`src/sv/lru_kvc_pkg.sv`:
```
// ----------------------------------------------------------------------------
// LRU key-value cache package
// Shared widths, codes, beat types and control struct.
// ----------------------------------------------------------------------------
package lru_kvc_pkg;

    localparam int ENTRIES_DEF = 16;
    localparam int KEY_W       = 32;
    localparam int VAL_W       = 32;
    localparam int CAP_W       = 5;

    localparam logic [CAP_W-1:0] CAP_RESET  = 5'd16;
    localparam logic             MODE_GET   = 1'b0;
    localparam logic             MODE_PUT   = 1'b1;
    localparam logic [VAL_W-1:0] MISS_VALUE = '1;

    typedef struct packed {
        logic                    mode;
        logic signed [KEY_W-1:0] lookup_key;
        logic signed [VAL_W-1:0] store_value;
    } t_req;

    typedef struct packed {
        logic                    found;
        logic signed [VAL_W-1:0] read_value;
    } t_rsp;

    typedef struct packed {
        logic hit;      // key present
        logic touch;    // target slot becomes most recent
        logic write;    // target slot takes key and value
        logic grow;     // occupancy goes up by one
        logic age_all;  // every other valid slot ages
    } t_ctl;

endpackage

```
`src/sv/lru_key_value_cache_core.sv`:
```
// ----------------------------------------------------------------------------
// LRU key-value cache core
// Fully associative key-value store with least-recently-used replacement.
// Output: a get result is registered in the result register once its beat
// leaves the input register; a put beat produces no result.
// Throughput: one beat per cycle while the result is not stalled; a lookup
// and its rank update are combinational between input and result registers.
// Reset: synchronous; valid marks, ranks and occupancy clear at once, no
// clearing pass; capacity returns to 16.
// ----------------------------------------------------------------------------
module lru_key_value_cache_core #(
    parameter int ENTRIES = lru_kvc_pkg::ENTRIES_DEF
) (
    input  logic                            i_clk,
    input  logic                            i_rst_n,
    input  logic                            i_cfg_we,
    input  logic [lru_kvc_pkg::CAP_W-1:0]   i_cfg_wdata,
    input  logic                            i_in_valid,
    output logic                            o_in_ready,
    input  lru_kvc_pkg::t_req               i_in_data,
    output logic                            o_out_valid,
    input  logic                            i_out_ready,
    output lru_kvc_pkg::t_rsp               o_out_data
);

    localparam int RANK_W = (ENTRIES > 1) ? $clog2(ENTRIES) : 1;
    localparam int OCC_W  = $clog2(ENTRIES + 1);

    logic [lru_kvc_pkg::KEY_W-1:0]   r_keys  [ENTRIES];
    logic [lru_kvc_pkg::VAL_W-1:0]   r_vals  [ENTRIES];
    logic [RANK_W-1:0]               r_ranks [ENTRIES];
    logic [ENTRIES-1:0]              r_valid;
    logic [OCC_W-1:0]                r_occ;
    logic [lru_kvc_pkg::CAP_W-1:0]   r_cap;
    logic                            r_in_valid;
    lru_kvc_pkg::t_req               r_in;
    logic                            r_out_valid;
    lru_kvc_pkg::t_rsp               r_out;

    logic [ENTRIES-1:0]              target;
    logic [RANK_W-1:0]               old_rank;
    logic [lru_kvc_pkg::VAL_W-1:0]   read_value;
    lru_kvc_pkg::t_ctl               ctl;
    logic                            advance;
    logic                            is_get;

    lru_kvc_lookup #(
        .ENTRIES (ENTRIES),
        .RANK_W  (RANK_W),
        .OCC_W   (OCC_W)
    ) u_lookup (
        .i_req        (r_in),
        .i_cap        (r_cap),
        .i_occ        (r_occ),
        .i_valid      (r_valid),
        .i_keys       (r_keys),
        .i_vals       (r_vals),
        .i_ranks      (r_ranks),
        .o_target     (target),
        .o_old_rank   (old_rank),
        .o_read_value (read_value),
        .o_ctl        (ctl)
    );

    assign advance     = r_in_valid && (!r_out_valid || i_out_ready);
    assign is_get      = (r_in.mode == lru_kvc_pkg::MODE_GET);
    assign o_in_ready  = !r_in_valid || advance;
    assign o_out_valid = r_out_valid;
    assign o_out_data  = r_out;

    // control
    always_ff @(posedge i_clk) begin
        if (!i_rst_n) begin
            r_in_valid  <= 1'b0;
            r_out_valid <= 1'b0;
            r_cap       <= lru_kvc_pkg::CAP_RESET;
            r_occ       <= '0;
            r_valid     <= '0;
        end else begin
            if (i_cfg_we) begin
                r_cap <= i_cfg_wdata;
            end
            if (o_in_ready) begin
                r_in_valid <= i_in_valid;
            end
            if (advance && is_get) begin
                r_out_valid <= 1'b1;
            end else if (i_out_ready) begin
                r_out_valid <= 1'b0;
            end
            if (advance && ctl.write) begin
                r_valid <= r_valid | target;
            end
            if (advance && ctl.grow) begin
                r_occ <= r_occ + 1'b1;
            end
        end
    end

    // recency ranks
    always_ff @(posedge i_clk) begin
        if (!i_rst_n) begin
            for (int i = 0; i < ENTRIES; i++) begin
                r_ranks[i] <= '0;
            end
        end else if (advance && ctl.touch) begin
            for (int i = 0; i < ENTRIES; i++) begin
                if (target[i]) begin
                    r_ranks[i] <= '0;
                end else if (r_valid[i] && (ctl.age_all || (r_ranks[i] < old_rank))) begin
                    r_ranks[i] <= r_ranks[i] + 1'b1;
                end
            end
        end
    end

    // payload
    always_ff @(posedge i_clk) begin
        if (o_in_ready && i_in_valid) begin
            r_in <= i_in_data;
        end
        if (advance && is_get) begin
            r_out.found      <= ctl.hit;
            r_out.read_value <= read_value;
        end
        if (advance && ctl.write) begin
            for (int i = 0; i < ENTRIES; i++) begin
                if (target[i]) begin
                    r_keys[i] <= r_in.lookup_key;
                    r_vals[i] <= r_in.store_value;
                end
            end
        end
    end

    a_occ_bound: assert property (@(posedge i_clk) disable iff (!i_rst_n)
        int'(r_occ) <= ENTRIES)
        else $error("occupancy above entry count");

    a_occ_count: assert property (@(posedge i_clk) disable iff (!i_rst_n)
        $countones(r_valid) == int'(r_occ))
        else $error("valid marks disagree with occupancy");

    a_target_onehot: assert property (@(posedge i_clk) disable iff (!i_rst_n)
        r_in_valid |-> $onehot0(target))
        else $error("more than one target slot");

    a_get_result: assert property (@(posedge i_clk) disable iff (!i_rst_n)
        advance && is_get |=> r_out_valid)
        else $error("get beat lost its result");

    a_put_silent: assert property (@(posedge i_clk) disable iff (!i_rst_n)
        advance && !is_get && r_out_valid && i_out_ready |=> !r_out_valid)
        else $error("put beat produced a result");

endmodule

```
`src/sv/lru_kvc_lookup.sv`:
```
// ----------------------------------------------------------------------------
// LRU key-value cache lookup
// Parallel key match, victim and free-slot pick, hit value select.
// ----------------------------------------------------------------------------
module lru_kvc_lookup #(
    parameter int ENTRIES = lru_kvc_pkg::ENTRIES_DEF,
    parameter int RANK_W  = (ENTRIES > 1) ? $clog2(ENTRIES) : 1,
    parameter int OCC_W   = $clog2(ENTRIES + 1)
) (
    input  lru_kvc_pkg::t_req                   i_req,
    input  logic [lru_kvc_pkg::CAP_W-1:0]       i_cap,
    input  logic [OCC_W-1:0]                    i_occ,
    input  logic [ENTRIES-1:0]                  i_valid,
    input  logic [lru_kvc_pkg::KEY_W-1:0]       i_keys  [ENTRIES],
    input  logic [lru_kvc_pkg::VAL_W-1:0]       i_vals  [ENTRIES],
    input  logic [RANK_W-1:0]                   i_ranks [ENTRIES],
    output logic [ENTRIES-1:0]                  o_target,
    output logic [RANK_W-1:0]                   o_old_rank,
    output logic [lru_kvc_pkg::VAL_W-1:0]       o_read_value,
    output lru_kvc_pkg::t_ctl                   o_ctl
);

    localparam int CW = OCC_W + lru_kvc_pkg::CAP_W;

    logic [ENTRIES-1:0]              match;
    logic [ENTRIES-1:0]              victim;
    logic [ENTRIES-1:0]              free;
    logic [ENTRIES-1:0]              first_free;
    logic [RANK_W-1:0]               old_rank;
    logic [lru_kvc_pkg::VAL_W-1:0]   hit_val;
    logic [OCC_W-1:0]                occ_m1;
    logic [CW-1:0]                   cap_x;
    logic [CW-1:0]                   cap_eff;
    logic                            hit;
    logic                            over;
    logic                            is_put;

    always_comb begin
        occ_m1   = i_occ - 1'b1;
        old_rank = '0;
        hit_val  = '0;
        for (int i = 0; i < ENTRIES; i++) begin
            match[i]  = i_valid[i] && (i_keys[i] == i_req.lookup_key);
            victim[i] = i_valid[i] && (i_ranks[i] == RANK_W'(occ_m1));
            if (match[i]) begin
                old_rank = old_rank | i_ranks[i];
                hit_val  = hit_val | i_vals[i];
            end
        end
        free       = ~i_valid;
        first_free = free & (~free + ENTRIES'(1));
        hit        = |match;
        is_put     = (i_req.mode == lru_kvc_pkg::MODE_PUT);
        cap_x      = CW'(i_cap);
        cap_eff    = (cap_x > CW'(ENTRIES)) ? CW'(ENTRIES) : cap_x;
        over       = (CW'(i_occ) + CW'(1)) > cap_eff;

        if (hit) begin
            o_target = match;
        end else if (over) begin
            o_target = (i_occ != '0) ? victim : '0;
        end else begin
            o_target = first_free;
        end

        o_ctl.hit     = hit;
        o_ctl.write   = is_put && (hit || !over || (i_occ != '0));
        o_ctl.touch   = hit || o_ctl.write;
        o_ctl.grow    = is_put && !hit && !over;
        o_ctl.age_all = !hit;

        o_old_rank   = old_rank;
        o_read_value = hit ? hit_val : lru_kvc_pkg::MISS_VALUE;
    end

endmodule
```
`config.mk`:
```
export PLATFORM = sky130hd
export DESIGN_NAME = lru_key_value_cache_core
export DESIGN_NICKNAME = d
export VERILOG_FILES = /design/src/sv/lru_kvc_pkg.sv /design/src/sv/lru_key_value_cache_core.sv /design/src/sv/lru_kvc_lookup.sv
export SDC_FILE = /design/constraint.sdc
export NUM_CORES = 2
export LEC_CHECK = 0
export BUFFER_PORTS_ARGS = -buffer_cell sky130_fd_sc_hd__buf_4
export CAP_MARGIN = 20
export CELL_PAD_IN_SITES_DETAIL_PLACEMENT = 0
export CELL_PAD_IN_SITES_GLOBAL_PLACEMENT = 1
export CORE_ASPECT_RATIO = 1.25
export CORE_MARGIN = 8
export CORE_UTILIZATION = 30
export DETAILED_ROUTE_END_ITERATION = 10
export GPL_ROUTABILITY_DRIVEN = 1
export PLACE_DENSITY = 0.57
export RECOVER_POWER = 25
export SYNTH_ARGS = -nofsm -noshare
export SYNTH_HDL_FRONTEND = slang
export SYNTH_SLANG_ARGS = --single-unit
```
`constraint.sdc`:
```
create_clock -name i_clk -period 7.5 [get_ports i_clk]
set_clock_uncertainty 0.15 [all_clocks]
set_input_delay 1.125 -clock i_clk [delete_from_list [all_inputs] [get_ports i_clk]]
set_output_delay 1.125 -clock i_clk [all_outputs]
set_load 0.005 [all_outputs]
```
# Word-level counts from Yosys, hierarchy flattened

Index checks and enable logic that the tools add are counted.

Memories kept: 0
Input port bits: 75
Output and inout port bits: 35
Bits in registers: 1,214
Logic and storage cells: 366
Memory bits (read-only): 0
Bits in latches: 0
Bits in writable memories: 0

Muxes and demuxes: 70
Magnitude comparators: 18
Reduce and logical (&&, ||, !) cells: 133
Bitwise gates (word level): 35
Shift-type cells: 0
Add/subtract/negate cells: 20
Equal/unequal tests: 32
Div/mod/pow operators: 0
Multipliers: 0

Operators with widths:

| kind                    | number |
|---|---|
| $eq A32 B32 Y1          | 16 |
| $mux W32                | 16 |
| $or A32 B32 Y32         | 15 |
| $mux W4                 | 48 |
| $add A4 B1 Y4 const B   | 16 |
| $eq A4 B4 Y1            | 16 |
| $lt A4 B4 Y1            | 16 |
| $reduce_and A2 Y1       | 32 |
| $or A4 B4 Y4            | 15 |
| $logic_and A1 B1 Y1     | 57 |
| $mux W16                | 3 |
| $reduce_bool A2 Y1      | 17 |
| $not A16 Y16            | 2 |
| $logic_or A1 B1 Y1      | 21 |
| $add A16 B1 Y16 const B | 1 |
| $and A16 B16 Y16        | 1 |
| $or A16 B16 Y16         | 1 |
| $reduce_or A16 Y1       | 1 |
| $gt A10 B10 Y1          | 1 |
| $add A5 B1 Y6 const B   | 1 |
| $add A5 B1 Y5 const B   | 1 |
| $gt A5 B5 Y1 const B    | 1 |
| $mux W5                 | 1 |
| $reduce_bool A5 Y1      | 1 |
| 4 further kinds         | 8 |

# Logic depth before layout (Yosys ltp)

Depth after elaboration: 38
Depth in mapped cells: 20
Mapped depth without buffers: 15

# Hierarchy

A second synthesis with hierarchy kept.

Cells, all modules: 3,337
Area total of the unflattened synthesis: 51,770.9 um2

Modules (own cells, without submodules):

| module                   | area each (um2) | cells an instance | instances |
|---|---|---|---|
| lru_key_value_cache_core | 39,895.8        | 1,822             | 1 |
| lru_kvc_lookup           | 11,875.1        | 1,515             | 1 |

# Worst setup path after synthesis

OpenSTA, ideal clock, no wires.

Path type: register to register
From: reg r_occ[0]
To: reg r_keys[384] (netlist bit) (enable)
Required time: 6.862 ns
Cell stages (with the launch flop): 15
Clock period less this slack: 6.956 ns
Arrival: 6.318 ns
Setup slack: 0.544 ns
Path through: dfxtp_1 -> buf_1 -> buf_1 -> inv_1 -> ha_1 -> ha_1 -> nor2b_1 -> o21ai_0 -> a21oi_1 -> or2_2 -> clkbuf_1 -> or4b_2 -> o41ai_1 -> a21oi_1 -> nor2_1

RTL lines:

| item                               | RTL line                        | source |
|---|---|---|
| start, declared                    | lru_key_value_cache_core.sv:33  | `logic [OCC_W-1:0] r_occ;` |
| start signal, assigned             | lru_key_value_cache_core.sv:95  | `r_occ <= r_occ + 1'b1;` |
| $sub A4 B1 Y4                      | lru_kvc_lookup.sv:39            | `occ_m1 = i_occ - 1'b1;` |
| named net u_lookup.occ_m1[0]       | lru_kvc_lookup.sv:31            | `logic [OCC_W-1:0] occ_m1;` |
| $eq A4 B4 Y1                       | lru_kvc_lookup.sv:44            | `victim[i] = i_valid[i] && (i_ranks[i] == RANK_W'(occ_m1));` |
| $logic_and A1 B1 Y1                | lru_kvc_lookup.sv:44            |  |
| $mux W16                           | lru_kvc_lookup.sv:61            | `o_target = (i_occ != '0) ? victim : '0;` |
| $mux W16                           | lru_kvc_lookup.sv:60            | `end else if (over) begin` |
| $mux W16                           | lru_kvc_lookup.sv:58            | `if (hit) begin` |
| $reduce_and A2 Y1 (no source line) | --                              |  |
| end signal, assigned by index      | lru_key_value_cache_core.sv:129 | `r_keys[i] <= r_in.lookup_key;` |
| end, declared                      | lru_key_value_cache_core.sv:29  | `logic [lru_kvc_pkg::KEY_W-1:0] r_keys [ENTRIES];` |

The timed path passes the listed nets, and every way through them passes these cells.
A chain may end at the register's enable or synchronous reset.

# Worst setup path in the final report

From: reg r_in[62] (netlist bit)
To: reg r_ranks[59] (netlist bit)

Longest elaborated chain between the ends: 38

RTL lines:

| item                                | RTL line                        | source |
|---|---|---|
| start, declared                     | lru_key_value_cache_core.sv:36  | `lru_kvc_pkg::t_req r_in;` |
| start signal, assigned              | lru_key_value_cache_core.sv:120 | `r_in <= i_in_data;` |
| $eq A32 B32 Y1                      | lru_kvc_lookup.sv:43            | `match[i] = i_valid[i] && (i_keys[i] == i_req.lookup_key);` |
| $logic_and A1 B1 Y1                 | lru_kvc_lookup.sv:43            |  |
| $mux W4                             | lru_kvc_lookup.sv:45            | `if (match[i]) begin` |
| $or A4 B4 Y4                        | lru_kvc_lookup.sv:46            | `old_rank = old_rank \| i_ranks[i];` |
| $mux W4                             | lru_kvc_lookup.sv:45            |  |
| $or A4 B4 Y4                        | lru_kvc_lookup.sv:46            |  |
| $mux W4                             | lru_kvc_lookup.sv:45            |  |
| $or A4 B4 Y4                        | lru_kvc_lookup.sv:46            |  |
| [22 not listed]                     | --                              |  |
| $mux W4                             | lru_kvc_lookup.sv:45            |  |
| $or A4 B4 Y4                        | lru_kvc_lookup.sv:46            |  |
| $mux W4                             | lru_kvc_lookup.sv:45            |  |
| $lt A4 B4 Y1                        | lru_key_value_cache_core.sv:110 | `end else if (r_valid[i] && (ctl.age_all \|\| (r_ranks[i] < old_rank))) begin` |
| $logic_or A1 B1 Y1                  | lru_key_value_cache_core.sv:110 |  |
| $logic_and A1 B1 Y1                 | lru_key_value_cache_core.sv:110 |  |
| $reduce_bool A2 Y1 (no source line) | --                              |  |
| $reduce_and A2 Y1 (no source line)  | --                              |  |
| end signal, assigned by index       | lru_key_value_cache_core.sv:111 | `r_ranks[i] <= r_ranks[i] + 1'b1;` |
| end, declared                       | lru_key_value_cache_core.sv:31  | `logic [RANK_W-1:0] r_ranks [ENTRIES];` |

Parallel ways exist; a longest one is shown, timed or not.

==> flow_summary_export.csv <==
group,metric,value,unit
status,status,"finished, violations left",
status,violations,"max-capacitance violations, max-slew violations",
floorplan,core,0.172,sq mm
yosys,ys_warn_count,0,
yosys,synthesis.area,0.0519,sq mm
critical_path,r2r_slack,0.92,ns
pwr,power,0.0146,W
global_routing,grt-ovfl-total,0,
placement,portBuffers,109,
floorplan,ios,110,
worst_hold_path,holdPathEnd,"r_cap[0]",
placement,dp_hpwl,102000,um
floorplan,rows,170,
route,drtIter0Drc,2546,
critical_path,r2r_end,"r_ranks[59]",
sta,rsz0062_at_grt,"no",
critical_path,r2r-start,"r_in[62]",
sta,worst_slew_pin_slew,1.86,ns
sta,whs,0.334,ns
yosys,ys_seq_area_frac,0.685,
route,routed_wl,168000,um
run,maxCapViolCount,2,
critical_path,path_class,"register to register",
yosys,syn_nets,3609,
worst_hold_path,hp-start,"r_cap[0]",
sta,drv_slew,39,
clock_network,cts_hold_buf,0,
route,via_count,31685,
yosys,synth_ff_type,"edfxtp_1",
yosys,synth_cells,3462,
yosys,syn_area_per_cell,15.0,sq um
floorplan,dieArea,0.187,sq mm
clock_network,clock_path_buffers,3,
route,drc,0,
clock_network,numCtsBuffers,132,
worst_hold_path,worstHoldPathCells,2,
global_routing,grt_pass1_wl,239000,um
clock_network,clkLatencyLatePin,0.77,ns
clock_network,tritoncts,"built",
sta,setup_ws,0.916,ns
clock_network,cts.sinks,1214,
floorplan,die_w,388,um
global_routing,first_global_vias,31834,
yosys,synth_edf_count,1122,
critical_path,critPathLaunchType,"register",
yosys,synthArstFlopShare,0,
clock_network,cts.htree.levels,4,
clock_network,clk_pin_slew,0.05,ns
route,wire_per_inst,28.1,um
sta,hold_violations,0,
sta,slew_headroom,-0.239,
sta,fin_crit_sh,0.878,
critical_path,endpoint_kind,"register",
cells_and_area,nets,3798,
pwr,p_per_area,244,mW/mm^2
cells_and_area,nFillCells,16308,
global_routing,antenna_found_initial,15,
sta,setup_tns,0,ns
sta,setup_viol,0,
yosys,ys_ff_latch,1214,
clock_network,post_cts_buffers,0,
sta,period_minus_slack,6.58,ns
critical_path,critPathRequiredTime,7.98,ns
cells_and_area,layout-drive-gt1-share,0.122,
floorplan,initial_core_util,0.302,
sta,fmax,152,MHz
critical_path,ff2ff_path_depth,14,
clock_network,cts-root-buf,"clkbuf_16",
placement,gp_congestion,0.855,
yosys,ys_types,83,
pwr,ir_worst_vdd,0.167,mV
floorplan,die_h,481,um
route,dr.pass1.iters,5,
pwr,p_leak,18.5,nW
global_routing,grt_use_total,0.175,
critical_path,cp.arrival,7.06,ns
cells_and_area,area_growth,15.6,%
placement,pre_cts_ws,1.16,ns
global_routing,grt_max_degree,66,
worst_hold_path,hold_path_class,"register to register",
clock_network,cts_resized,0,
cells_and_area,fin_util,0.349,
route,final_antenna_net_count,0,
critical_path,crit_fanout,37,
route,vias_per_cell,5.28,
-- final cells by class --
type,count,area (sq um),share of cell area
Timing Repair Buffer,233,1950,0.0325
Multi-Input combinational cell,2032,15200,0.254
Sequential cell,1214,35500,0.593
Inverter,38,143,0.00238
Clock buffer,169,3550,0.0592
Antenna cell,3,7.51,0.000125
Tap cell,2236,2800,0.0467
Clock inverter,72,732,0.0122
-- through the flow --
stage	cell area, sq um	cells
floorplan	51900	3462
global placement	55700	5751
detailed placement	55700	5753
CTS	60000	5994
global route	59900	5995
finish	59900	5997
-- worst max-delay path by stage --
stage,to,startpoint,slack (ns),cells after the start
3_3_place_gp,r_ranks[1],r_in[35],1.13,16
2_1_floorplan,r_keys[384],r_occ[0],0.54,14
6_report,r_ranks[59],r_in[62],0.92,14
4_1_cts,r_ranks[1],r_in[35],1.15,16
5_1_grt,r_ranks[27],r_in[62],0.68,14
3_5_place_dp,r_ranks[1],r_in[35],1.16,16
-- routing by layer --
layer | GRT usage | vias up | share of wire
met3 | 0.0280 | 240 | 0.052
met1 | 0.235 | 16426 | 0.44
met2 | 0.294 | 1050 | 0.48
met4 | 0.0497 | 2 | 0.026
met5 | 0 | - | 0.000042
li1 | - | 13967 | -
-- cell usage in the layout, fill, tap and decap left out, drive strengths merged, types with 13 or more instances in the layout --
master / netlist / final
a22oi: 80 / 80
a2111o: 13 / 13
edfxtp: 1122 / 1122
nand2b: 58 / 58
nor2: 116 / 116
a21oi: 32 / 32
inv: 37 / 47
buf: 112 / 163
dfxtp: 92 / 92
a22o: 107 / 107
xnor2: 503 / 503
a221oi: 103 / 103
xor2: 77 / 77
nor3: 42 / 42
nand4: 285 / 285
ha: 72 / 72
nand2: 76 / 76
clkinv: 1 / 48
or4: 24 / 24
clkbuf: 66 / 239
nor4: 50 / 50
nand3: 93 / 93
o21a: 39 / 39
o21ai: 37 / 37
and3: 68 / 68
-- sequential cells by signal, indices dropped and copies added (netlist names) --
register and cells:
o_out_valid 1, r_cap 5, r_in_valid 1, r_keys 512
r_ranks 64, r_vals 512, r_valid 16, r_in 65
o_out_data 33, r_occ 5
-- power breakdown --
part | switching, W | internal [W] | total [W]
clock network | 0.00275 | 0.00378 | 0.00653
logic | 0.000370 | 0.000190 | 0.000560
registers | 0.0000922 | 0.00743 | 0.00752
-- cell families after synthesis --
kind of cell             Yosys count  synth area share
buffers and inverters            216            0.0247
XOR/XNOR                         580            0.0979
AO/OA/AOI/OAI                    488            0.0748
multiplexers                      19           0.00398
AND/OR/NAND/NOR                  873            0.0963
adder cells (fa/ha/maj)           72            0.0174
flip-flops                      1214             0.685
-- synth_stat cells (36+ instances only) --
library cell,instances,area (sq um)
nor2_1,116,435
inv_1,36,135
a22oi_1,80,601
xor2_1,77,674
o21a_1,39,293
ha_1,72,901
xnor2_1,503,4410
nor3_1,41,205
nor4_1,49,307
and3_1,67,419
dfxtp_1,92,1840
a22o_1,107,937
nand3_1,91,455
edfxtp_1,1122,33700
nand4_1,283,1770
a221oi_1,102,893
nand2_1,76,285
nand2b_1,58,363
clkbuf_1,65,244
-- critical path, cell delays in order, from the launching register on --
cell	delay, ns
edfxtp_1	0.34
clkbuf_1	1.32
xnor2_1	0.31
nand4_1	0.13
nor4_1	0.52
and3_2	0.42
buf_4	0.58
nor4_1	0.09
and4bb_2	0.52
inv_2	0.18
buf_4	0.56
nor2_1	0.35
a221oi_1	0.65
nor2_1	0.13
mux2i_1	0.14
No activity file was read; power rests on OpenSTA's default activity.
